File: src/dirc_pkg.sv
// ----------------------------------------------------------------------------
// Decimal integer range check package
// Shared types, codes and limit tables for the decimal range checker.
// ----------------------------------------------------------------------------
package dirc_pkg;

    // Check mode codes; the unused fourth code behaves as the unsigned mode.
    localparam logic [1:0] MODE_S32      = 2'd0;
    localparam logic [1:0] MODE_S64      = 2'd1;
    localparam logic [1:0] MODE_UNSIGNED = 2'd2;

    // Digit counts of the signed limits and the saturation point of the count.
    localparam logic [4:0] LEN32      = 5'd10;
    localparam logic [4:0] LEN64      = 5'd19;
    localparam logic [4:0] DIGITS_SAT = 5'd20;

    // Limits in BCD, most significant digit first in the highest nibble.
    localparam logic [75:0] LIM32_NEG = 76'h2147483648;
    localparam logic [75:0] LIM32_POS = 76'h2147483647;
    localparam logic [75:0] LIM64_NEG = 76'h9223372036854775808;
    localparam logic [75:0] LIM64_POS = 76'h9223372036854775807;

    // Character codes that the scanner treats specially.
    localparam logic [7:0] CH_SPACE = 8'd32;
    localparam logic [7:0] CH_TAB   = 8'd9;
    localparam logic [7:0] CH_CR    = 8'd13;
    localparam logic [7:0] CH_PLUS  = 8'd43;
    localparam logic [7:0] CH_MINUS = 8'd45;
    localparam logic [7:0] CH_ZERO  = 8'd48;
    localparam logic [7:0] CH_ONE   = 8'd49;
    localparam logic [7:0] CH_NINE  = 8'd57;

    // Scan phase, one-hot.
    typedef enum logic [3:0] {
        PH_LEAD   = 4'b0001,
        PH_ZEROS  = 4'b0010,
        PH_DIGITS = 4'b0100,
        PH_TRAIL  = 4'b1000
    } dirc_phase_t;

    // Result of the digit-by-digit comparison against the limit.
    typedef enum logic [1:0] {
        CMP_EQ      = 2'd0,
        CMP_LESS    = 2'd1,
        CMP_GREATER = 2'd2
    } dirc_cmp_t;

    // One input word as held in the input register.
    typedef struct packed {
        logic [7:0] char_code;
        logic       has_char;
        logic       last;
    } dirc_item_t;

    // Returns the limit digit at position idx for the given mode and sign.
    function automatic logic [3:0] limit_digit(input logic [1:0] mode,
                                               input logic       neg,
                                               input logic [4:0] idx);
        logic [75:0] lim;
        logic [4:0]  len;
        logic [4:0]  pos;
        logic [75:0] shifted;
        if (mode == MODE_S32) begin
            lim = neg ? LIM32_NEG : LIM32_POS;
            len = LEN32;
        end else begin
            lim = neg ? LIM64_NEG : LIM64_POS;
            len = LEN64;
        end
        pos     = len - 5'd1 - idx;
        shifted = lim >> {pos, 2'b00};
        return shifted[3:0];
    endfunction

endpackage

File: src/dirc_scan.sv
// ----------------------------------------------------------------------------
// Decimal integer range check scanner
// Holds the per-string scan state, advances it by one character per word and
// produces the verdict when the word that closes the string is processed.
// ----------------------------------------------------------------------------
module dirc_scan (
    input  logic              aclk,
    input  logic              aresetn,
    input  logic              step,
    input  dirc_pkg::dirc_item_t item,
    input  logic [1:0]        check_mode,
    output logic              verdict
);
    import dirc_pkg::*;

    dirc_phase_t phase_reg, phase_next;
    logic        neg_reg, neg_next;
    logic [4:0]  count_reg, count_next;
    dirc_cmp_t   cmp_reg, cmp_next;
    logic        rej_reg, rej_next;
    logic        seen_reg, seen_next;

    logic        is_space;
    logic        is_sign;
    logic        is_nonzero;
    logic        signed_mode;
    logic        take_sig;
    logic [4:0]  len;
    logic [7:0]  lim_char;

    // Character classes.
    assign is_space   = (item.char_code == CH_SPACE) ||
                        ((item.char_code >= CH_TAB) && (item.char_code <= CH_CR));
    assign is_sign    = (item.char_code == CH_PLUS) || (item.char_code == CH_MINUS);
    assign is_nonzero = (item.char_code >= CH_ONE) && (item.char_code <= CH_NINE);
    assign signed_mode = (check_mode == MODE_S32) || (check_mode == MODE_S64);
    assign len        = (check_mode == MODE_S32) ? LEN32 : LEN64;
    assign lim_char   = {4'h3, limit_digit(check_mode, neg_reg, count_reg)};

    // Next scan state for the current character.
    always_comb begin
        phase_next = phase_reg;
        neg_next   = neg_reg;
        count_next = count_reg;
        cmp_next   = cmp_reg;
        rej_next   = rej_reg;
        seen_next  = seen_reg;
        take_sig   = 1'b0;
        if (item.has_char) begin
            seen_next = 1'b1;
            if (!rej_reg) begin
                if (is_space) begin
                    if (phase_reg != PH_LEAD) begin
                        phase_next = PH_TRAIL;
                    end
                end else if (phase_reg == PH_TRAIL) begin
                    rej_next = 1'b1;
                end else if (is_sign) begin
                    if (phase_reg == PH_LEAD) begin
                        neg_next   = neg_reg | (item.char_code == CH_MINUS);
                        phase_next = PH_ZEROS;
                    end else begin
                        rej_next = 1'b1;
                    end
                end else if (item.char_code == CH_ZERO) begin
                    if (phase_reg == PH_DIGITS) begin
                        take_sig = 1'b1;
                    end else begin
                        phase_next = PH_ZEROS;
                    end
                end else if (is_nonzero) begin
                    take_sig = 1'b1;
                end else begin
                    rej_next = 1'b1;
                end
            end
        end
        // A significant digit: compare against the limit while still equal.
        if (take_sig) begin
            if (signed_mode && (count_reg < len) && (cmp_reg == CMP_EQ)) begin
                if (item.char_code < lim_char) begin
                    cmp_next = CMP_LESS;
                end else if (item.char_code > lim_char) begin
                    cmp_next = CMP_GREATER;
                end
            end
            if (count_reg < DIGITS_SAT) begin
                count_next = count_reg + 5'd1;
            end
            phase_next = PH_DIGITS;
        end
    end

    // Verdict on the string including the current character.
    always_comb begin
        if (!seen_next || rej_next) begin
            verdict = 1'b0;
        end else if (!signed_mode) begin
            verdict = (phase_next != PH_LEAD) && !neg_next;
        end else if (count_next > len) begin
            verdict = 1'b0;
        end else if ((count_next == len) && (cmp_next == CMP_GREATER)) begin
            verdict = 1'b0;
        end else begin
            verdict = 1'b1;
        end
    end

    // State registers; a closing word returns everything to the start state.
    always_ff @(posedge aclk) begin
        if (!aresetn) begin
            phase_reg <= PH_LEAD;
            neg_reg   <= 1'b0;
            count_reg <= 5'd0;
            cmp_reg   <= CMP_EQ;
            rej_reg   <= 1'b0;
            seen_reg  <= 1'b0;
        end else if (step) begin
            if (item.last) begin
                phase_reg <= PH_LEAD;
                neg_reg   <= 1'b0;
                count_reg <= 5'd0;
                cmp_reg   <= CMP_EQ;
                rej_reg   <= 1'b0;
                seen_reg  <= 1'b0;
            end else begin
                phase_reg <= phase_next;
                neg_reg   <= neg_next;
                count_reg <= count_next;
                cmp_reg   <= cmp_next;
                rej_reg   <= rej_next;
                seen_reg  <= seen_next;
            end
        end
    end

endmodule

File: src/dirc_out_reg.sv
// ----------------------------------------------------------------------------
// Decimal integer range check output register
// Holds one verdict word until the downstream side takes it.
// ----------------------------------------------------------------------------
module dirc_out_reg (
    input  logic       aclk,
    input  logic       aresetn,
    input  logic       load,
    input  logic       verdict,
    output logic       can_load,
    output logic       m_tvalid,
    input  logic       m_tready,
    output logic [7:0] m_tdata      // [0] accepted, [7:1] zero
);
    import dirc_pkg::*;

    logic valid_reg;
    logic data_reg;

    // The register can take a new word when empty or when being drained.
    assign can_load = !valid_reg || m_tready;
    assign m_tvalid = valid_reg;
    assign m_tdata  = {7'd0, data_reg};

    // Valid flag.
    always_ff @(posedge aclk) begin
        if (!aresetn) begin
            valid_reg <= 1'b0;
        end else if (load) begin
            valid_reg <= 1'b1;
        end else if (m_tready) begin
            valid_reg <= 1'b0;
        end
    end

    // Payload.
    always_ff @(posedge aclk) begin
        if (load) begin
            data_reg <= verdict;
        end
    end

endmodule

File: src/decimal_integer_range_check.sv
// ----------------------------------------------------------------------------
// Decimal integer range check
// Checks a character stream for a valid signed or unsigned decimal integer.
// ----------------------------------------------------------------------------
// Usage:
//   The slave channel carries one character per word: s_tdata holds the
//   character code, s_tuser[0] says whether the word carries a character,
//   and s_tlast closes the string. The master channel returns one word per
//   string, on the word with s_tlast set; m_tdata[0] is 1 when the string
//   is a valid number for the mode in cfg_wr_data (0 = 32-bit signed,
//   1 = 64-bit signed, 2 or 3 = non-negative digits). The user must see
//   that the mode is written only while no string is in progress; the
//   block itself does not enforce this. A closing word waits in the input
//   register, then passes through the scan logic into the output register,
//   which raises m_tvalid. One word is accepted per cycle while no closing
//   word is held back. A stalled receiver holds back a closing word and
//   the words behind it; other characters keep flowing.
//   Reset clears the scan state, both valid flags and the mode (to 0).
// ----------------------------------------------------------------------------
module decimal_integer_range_check (
    input  logic       aclk,
    input  logic       aresetn,
    input  logic       cfg_wr_en,
    input  logic [1:0] cfg_wr_data,   // check_mode
    input  logic       s_tvalid,
    output logic       s_tready,
    input  logic [7:0] s_tdata,       // [7:0] char_code
    input  logic [0:0] s_tuser,       // [0] has_char
    input  logic       s_tlast,       // last
    output logic       m_tvalid,
    input  logic       m_tready,
    output logic [7:0] m_tdata        // [0] accepted, [7:1] zero
);
    import dirc_pkg::*;

    logic       close_held;
    logic [1:0] check_mode_reg;
    logic       in_valid_reg;
    dirc_item_t item_reg;
    logic       out_free;
    logic       advance;
    logic       verdict;

    // Configuration register.
    always_ff @(posedge aclk) begin
        if (!aresetn) begin
            check_mode_reg <= MODE_S32;
        end else if (cfg_wr_en) begin
            check_mode_reg <= cfg_wr_data;
        end
    end

    // Flag for a pending closing word, used only for checking flow.
    assign close_held = in_valid_reg && item_reg.last;

    // A held word moves on unless it closes a string and the output is full.
    assign advance  = in_valid_reg && (!item_reg.last || out_free);
    assign s_tready = !in_valid_reg || advance;

    // Input register.
    always_ff @(posedge aclk) begin
        if (!aresetn) begin
            in_valid_reg <= 1'b0;
        end else if (s_tready) begin
            in_valid_reg <= s_tvalid;
        end
    end

    always_ff @(posedge aclk) begin
        if (s_tready && s_tvalid) begin
            item_reg.char_code <= s_tdata;
            item_reg.has_char  <= s_tuser[0];
            item_reg.last      <= s_tlast;
        end
    end

    dirc_scan u_scan (
        .aclk       (aclk),
        .aresetn    (aresetn),
        .step       (advance),
        .item       (item_reg),
        .check_mode (check_mode_reg),
        .verdict    (verdict)
    );

    dirc_out_reg u_out (
        .aclk     (aclk),
        .aresetn  (aresetn),
        .load     (advance && item_reg.last),
        .verdict  (verdict),
        .can_load (out_free),
        .m_tvalid (m_tvalid),
        .m_tready (m_tready),
        .m_tdata  (m_tdata)
    );

    // A processed closing word always shows up as a result next cycle.
    assert property (@(posedge aclk) disable iff (!aresetn)
        (advance && item_reg.last) |=> m_tvalid)
        else $error("closing word processed without a result");

    // A held closing word waits only while the output register is full.
    assert property (@(posedge aclk) disable iff (!aresetn)
        (close_held && !advance) |-> (m_tvalid && !m_tready))
        else $error("closing word stalled with a free output register");

    // A word that is not taken stays in the input register.
    assert property (@(posedge aclk) disable iff (!aresetn)
        (in_valid_reg && !advance) |=> in_valid_reg)
        else $error("held word lost from the input register");

    // Reset empties the output register.
    assert property (@(posedge aclk)
        !aresetn |=> !m_tvalid)
        else $error("result valid after reset");

endmodule

File: config.mk
export PLATFORM = sky130hd
export DESIGN_NAME = decimal_integer_range_check
export DESIGN_NICKNAME = d
export VERILOG_FILES = /design/src/dirc_pkg.sv /design/src/dirc_scan.sv /design/src/dirc_out_reg.sv /design/src/decimal_integer_range_check.sv
export SDC_FILE = /design/constraint.sdc
export NUM_CORES = 1
export LEC_CHECK = 0
export ABC_AREA = 0
export BUFFER_PORTS_ARGS = -buffer_cell sky130_fd_sc_hd__buf_2
export CORE_MARGIN = 4
export CORE_UTILIZATION = 49
export CTS_BUF_LIST = sky130_fd_sc_hd__clkbuf_4 sky130_fd_sc_hd__clkbuf_8
export DETAILED_ROUTE_END_ITERATION = 7
export HOLD_SLACK_MARGIN = 0.1
export PLACE_DENSITY_LB_ADDON = 0.15
export SETUP_SLACK_MARGIN = 0.1
export SLEW_MARGIN = 40
export SYNTH_ARGS = -nofsm -noshare
export SYNTH_HDL_FRONTEND = slang
export SYNTH_SLANG_ARGS = --single-unit
File: constraint.sdc
create_clock -name aclk -period 4.6 [get_ports aclk]
set_clock_uncertainty 0.1 [all_clocks]
set_input_delay 0.46 -clock aclk [delete_from_list [all_inputs] [get_ports aclk]]
set_output_delay 0.46 -clock aclk [all_outputs]
set_load 0.01 [all_outputs]
==> reports/qor.csv <==
stage,metric,value,unit
global_routing,vias in the first global route,1751,
clock_network,maximum level of the CTS H-tree,2,
sta,Final Critical Period,4049,ps
critical_path,startpoint type of the worst setup path,flop,
power_and_ir_drop,portion of total power attributed to sequential cells,42.9,%
sta,total negative slack for setup checks,0,ps
finish,area delta synth->final,9.409,%
clock_network,total clock buffers created by CTS,5,
worst_hold_path,path class of the lowest-slack min-delay path,primary input to flop,
logic_synthesis,Async SR Flop Fraction,0,%
run,max-capacitance violation count,0,
sta,smallest hold slack,251.7,ps
logic_synthesis,"share of synthesized cell area in full adder, half adder and majority cells",6.565,%
clock_network,root cell of the clock tree,clkbuf_8,
critical_path,worst reg2reg path endpoint,u_out.data_reg$_SDFFCE_PP0P_,
finish,diode insertion count for antenna repair,0,
logic_synthesis,dominant cells by area after synthesis,"dfxtp_1 16%, edfxtp_1 14%, ha_1 6.6%",
logic_synthesis,simple logic cell fraction of the synthesized area,26.97,%
power_and_ir_drop,power after layout,673.9,µW
route,wire length after detailed routing,5061,µm
clock_network,number of hold-repair buffers added at the cts stage,0,
route,DRC marker count from the first detailed-route iteration,126,
place,RD Place Congestion,0.8822,
power_and_ir_drop,Comb power frac,15.6,%
route,detailed-routing iteration count for the pre-antenna-repair pass,5,
finish,Layout Nets,318,
worst_hold_path,end point of the most critical hold path,item_reg[6]$_DFFE_PP_,
logic_synthesis,commonest register cell after synthesis,dfxtp_1,
critical_path,launch point of the worst reg-to-reg path,check_mode_reg[1]$_SDFFE_PN0P_,
logic_synthesis,multiplexer fraction of the synthesized cell area,3.063,%
sta,hold violation count in the final report,0,
finish,post-layout util,56.31,%
logic_synthesis,sequential element share of the synthesized area,30.20,%
power_and_ir_drop,power per cell area,269.3,nW/µm²
floorplanning,die outline area,5825,µm²
power_and_ir_drop,Switching Power,170.0,µW
clock_network,number of clock sinks,29,
clock_network,Clock Tree Buf Depth,2,
logic_synthesis,Commonest cells post-synth,"26 x nand2_1, 24 x nor2_1, 18 x dfxtp_1, 18 x o21ai_0, 16 x a21oi_1",
finish,layout cells sized above 1,15.86,%
critical_path,classification of the worst setup path,flop to flop,
power_and_ir_drop,share of total power in the clock network,41.4,%
logic_synthesis,combinational family with the most area after synthesis,simple AND/OR/NAND/NOR gates,
logic_synthesis,netlist area before placement,2287,µm²
power_and_ir_drop,Internal Dissipation,503.9,µW
critical_path,"Data required, critical path",4630,ps
critical_path,setup slack of the worst register-to-register path,550,ps
logic_synthesis,area fraction in compound gates after synthesis,22.70,%
floorplanning,height of the die,76.32,µm
clock_network,"Clk pin slew, worst setup/hold paths",70,ps
clock_network,CTS tree,done,
clock_network,clock network latency to the later pin of the worst-skew pair,280,ps
route,post-DR wirelength/cell,14.80,µm
global_routing,global route overflow,0,
sta,count of final setup violators,0,
logic_synthesis,Unique masters post-synth,65,
outcome,result of the run,completed,
sta,Final Cycle Share,88.03,%
sta,setup repair after global routing missed its margin,no,
route,antenna-violating nets left,0,
power_and_ir_drop,maximum vdd ir drop,186.7,µV
clock_network,number of gates resized after CTS,0,
critical_path,endpoint kind of the worst setup timing path,flop,
logic_synthesis,Gate Count Post-Synth,275,
logic_synthesis,Yosys warnings,0,
global_routing,antenna violations before repair,0,
sta,pin slew with the least headroom to its limit,673.2,ps
global_routing,total global routing track utilization,17.48,%
sta,relative max-transition margin,54.98,%
finish,max FFs per register,10,
place,count of input and output buffers,19,
global_routing,maximum number of pins on one net before global-route repair,16,
route,vias per cell,5.898,
logic_synthesis,number of register bits inferred by synthesis,29,
floorplanning,placeable core region,4444,µm²
power_and_ir_drop,leakage dissipation,0.9855,nW
power_and_ir_drop,fraction of power spent switching nets,25.22,%
logic_synthesis,library cell with the largest summed area after synthesis,dfxtp_1,
route,via count,2017,
clock_network,total setup buffers inserted after CTS,0,
route,number of remaining DRC errors,0,
worst_hold_path,Hold Path Stages,1,
floorplanning,initial core utilization,51.46,%
sta,fmax,247.0,MHz
logic_synthesis,synthesized-area fraction occupied by xor and xnor cells,3.282,%
critical_path,peak fanout along the critical path,12,
global_routing,wire length of the first global-routing pass,8397,µm
logic_synthesis,mean area per synthesized cell,8.317,µm²
critical_path,arrival time at the worst endpoint,4080,ps
logic_synthesis,portion of synthesized cell area occupied by the leading cell type,15.75,%
worst_hold_path,hold_sp,s_tdata[4],
logic_synthesis,number of enable-type register cells in the synthesized netlist,11,
logic_synthesis,most common cell in the synthesized netlist,nand2_1,
floorplanning,number of ports placed on the die boundary,27,
floorplanning,row count,24,
floorplanning,floorplan die width,76.32,µm
finish,fill count,397,
place,post-DP HPWL,3770,µm
critical_path,count of cells along the worst register-to-register path,15,
sta,pins over their slew limit,0,
placed cells by master (no fill, tap or decap), types with 11 or more instances in the layout:
cell / netlist / layout
edfxtp_1: 11 / 11
inv_1: 11 / 11
nor2b_1: 11 / 11
o21ai_0: 18 / 18
ha_1: 12 / 12
nor2_1: 24 / 24
nand2_1: 26 / 26
dfxtp_1: 18 / 18
buf_2: 1 / 19
a21oi_1: 16 / 16
area by class of cell:
cell class | count | area (µm²) | area share [%]
clock buffers | 7 | 90.09 | 3.600
multi-input cells | 220 | 1471 | 58.80
flip-flops and latches | 29 | 690.7 | 27.60
clock inverters | 1 | 30.03 | 1.200
well taps | 52 | 65.06 | 2.600
repair buffers | 21 | 110.1 | 4.400
inverters | 12 | 45.04 | 1.800
cell families after synthesis:
logic type      Yosys count
fa+ha+maj                12
mux                       7
simple gates            111
buf+inv                  32
xor+xnor                  7
flops                    29
compound gates           76
other cells               1
power groups by stage:
| stage | clock (mW) | combinational (mW) | sequential, mW |
|---|---|---|---|
| 3_5_place_dp | 0 | 0.103 | 0.295 |
| 3_3_place_gp | 0 | 0.102 | 0.294 |
| 4_1_cts | 0.284 | 0.104 | 0.289 |
| 5_1_grt | 0.299 | 0.119 | 0.291 |
| 6_report | 0.279 | 0.105 | 0.289 |
| 2_1_floorplan | 0 | 0.0875 | 0.288 |
critical path, stage by stage (launching register included):
cell and delay, ps:
dfxtp_1 360, or2_2 430, ha_1 410, nor3b_1 250, mux2i_1 240, xor2_1 380
nor2_1 90, a31oi_1 160, ha_1 260, nor2b_1 130, o21ai_0 140, a21oi_1 110
a211oi_1 200, nor2b_1 90, o311a_1 360, a211oi_2 190
per-stage QoR:
step | setup WS, ps | std cells | cell area (µm²)
final | 550.8 | 342 | 2502
after global routing | 188.1 | 342 | 2502
after CTS | 539.9 | 342 | 2495
after detailed placement | 571.3 | 334 | 2375
after global placement | 641.6 | 334 | 2369
after floorplan | 548.9 | 281 | 2310
how the worst max path moves through the flow:
stage,from,endpoint,slack (ps),cells past startpoint
5_1_grt,check_mode_reg[1]$_SDFFE_PN0P_,u_out.data_reg$_SDFFCE_PP0P_,190,17
4_1_cts,check_mode_reg[1]$_SDFFE_PN0P_,u_out.data_reg$_SDFFCE_PP0P_,540,17
2_1_floorplan,check_mode_reg[1]$_SDFFE_PN0P_,u_out.data_reg$_SDFFCE_PP0P_,550,20
3_3_place_gp,check_mode_reg[1]$_SDFFE_PN0P_,u_out.data_reg$_SDFFCE_PP0P_,640,20
3_5_place_dp,check_mode_reg[1]$_SDFFE_PN0P_,u_out.data_reg$_SDFFCE_PP0P_,570,17
6_report,check_mode_reg[1]$_SDFFE_PN0P_,u_out.data_reg$_SDFFCE_PP0P_,550,15
metal layers:
metal  routed length (µm)  GRT usage (%)  vias up  share of wire (%)
met4                   47          4.891        0               0.93
met3                  224          3.191        5                4.4
met5                    0              0        -                  0
li1                     -              -     1026                  -
met1                 2483          24.18      935                 49
met2                 2305          27.86       51                 46
Power figures use the tool's default switching activity.
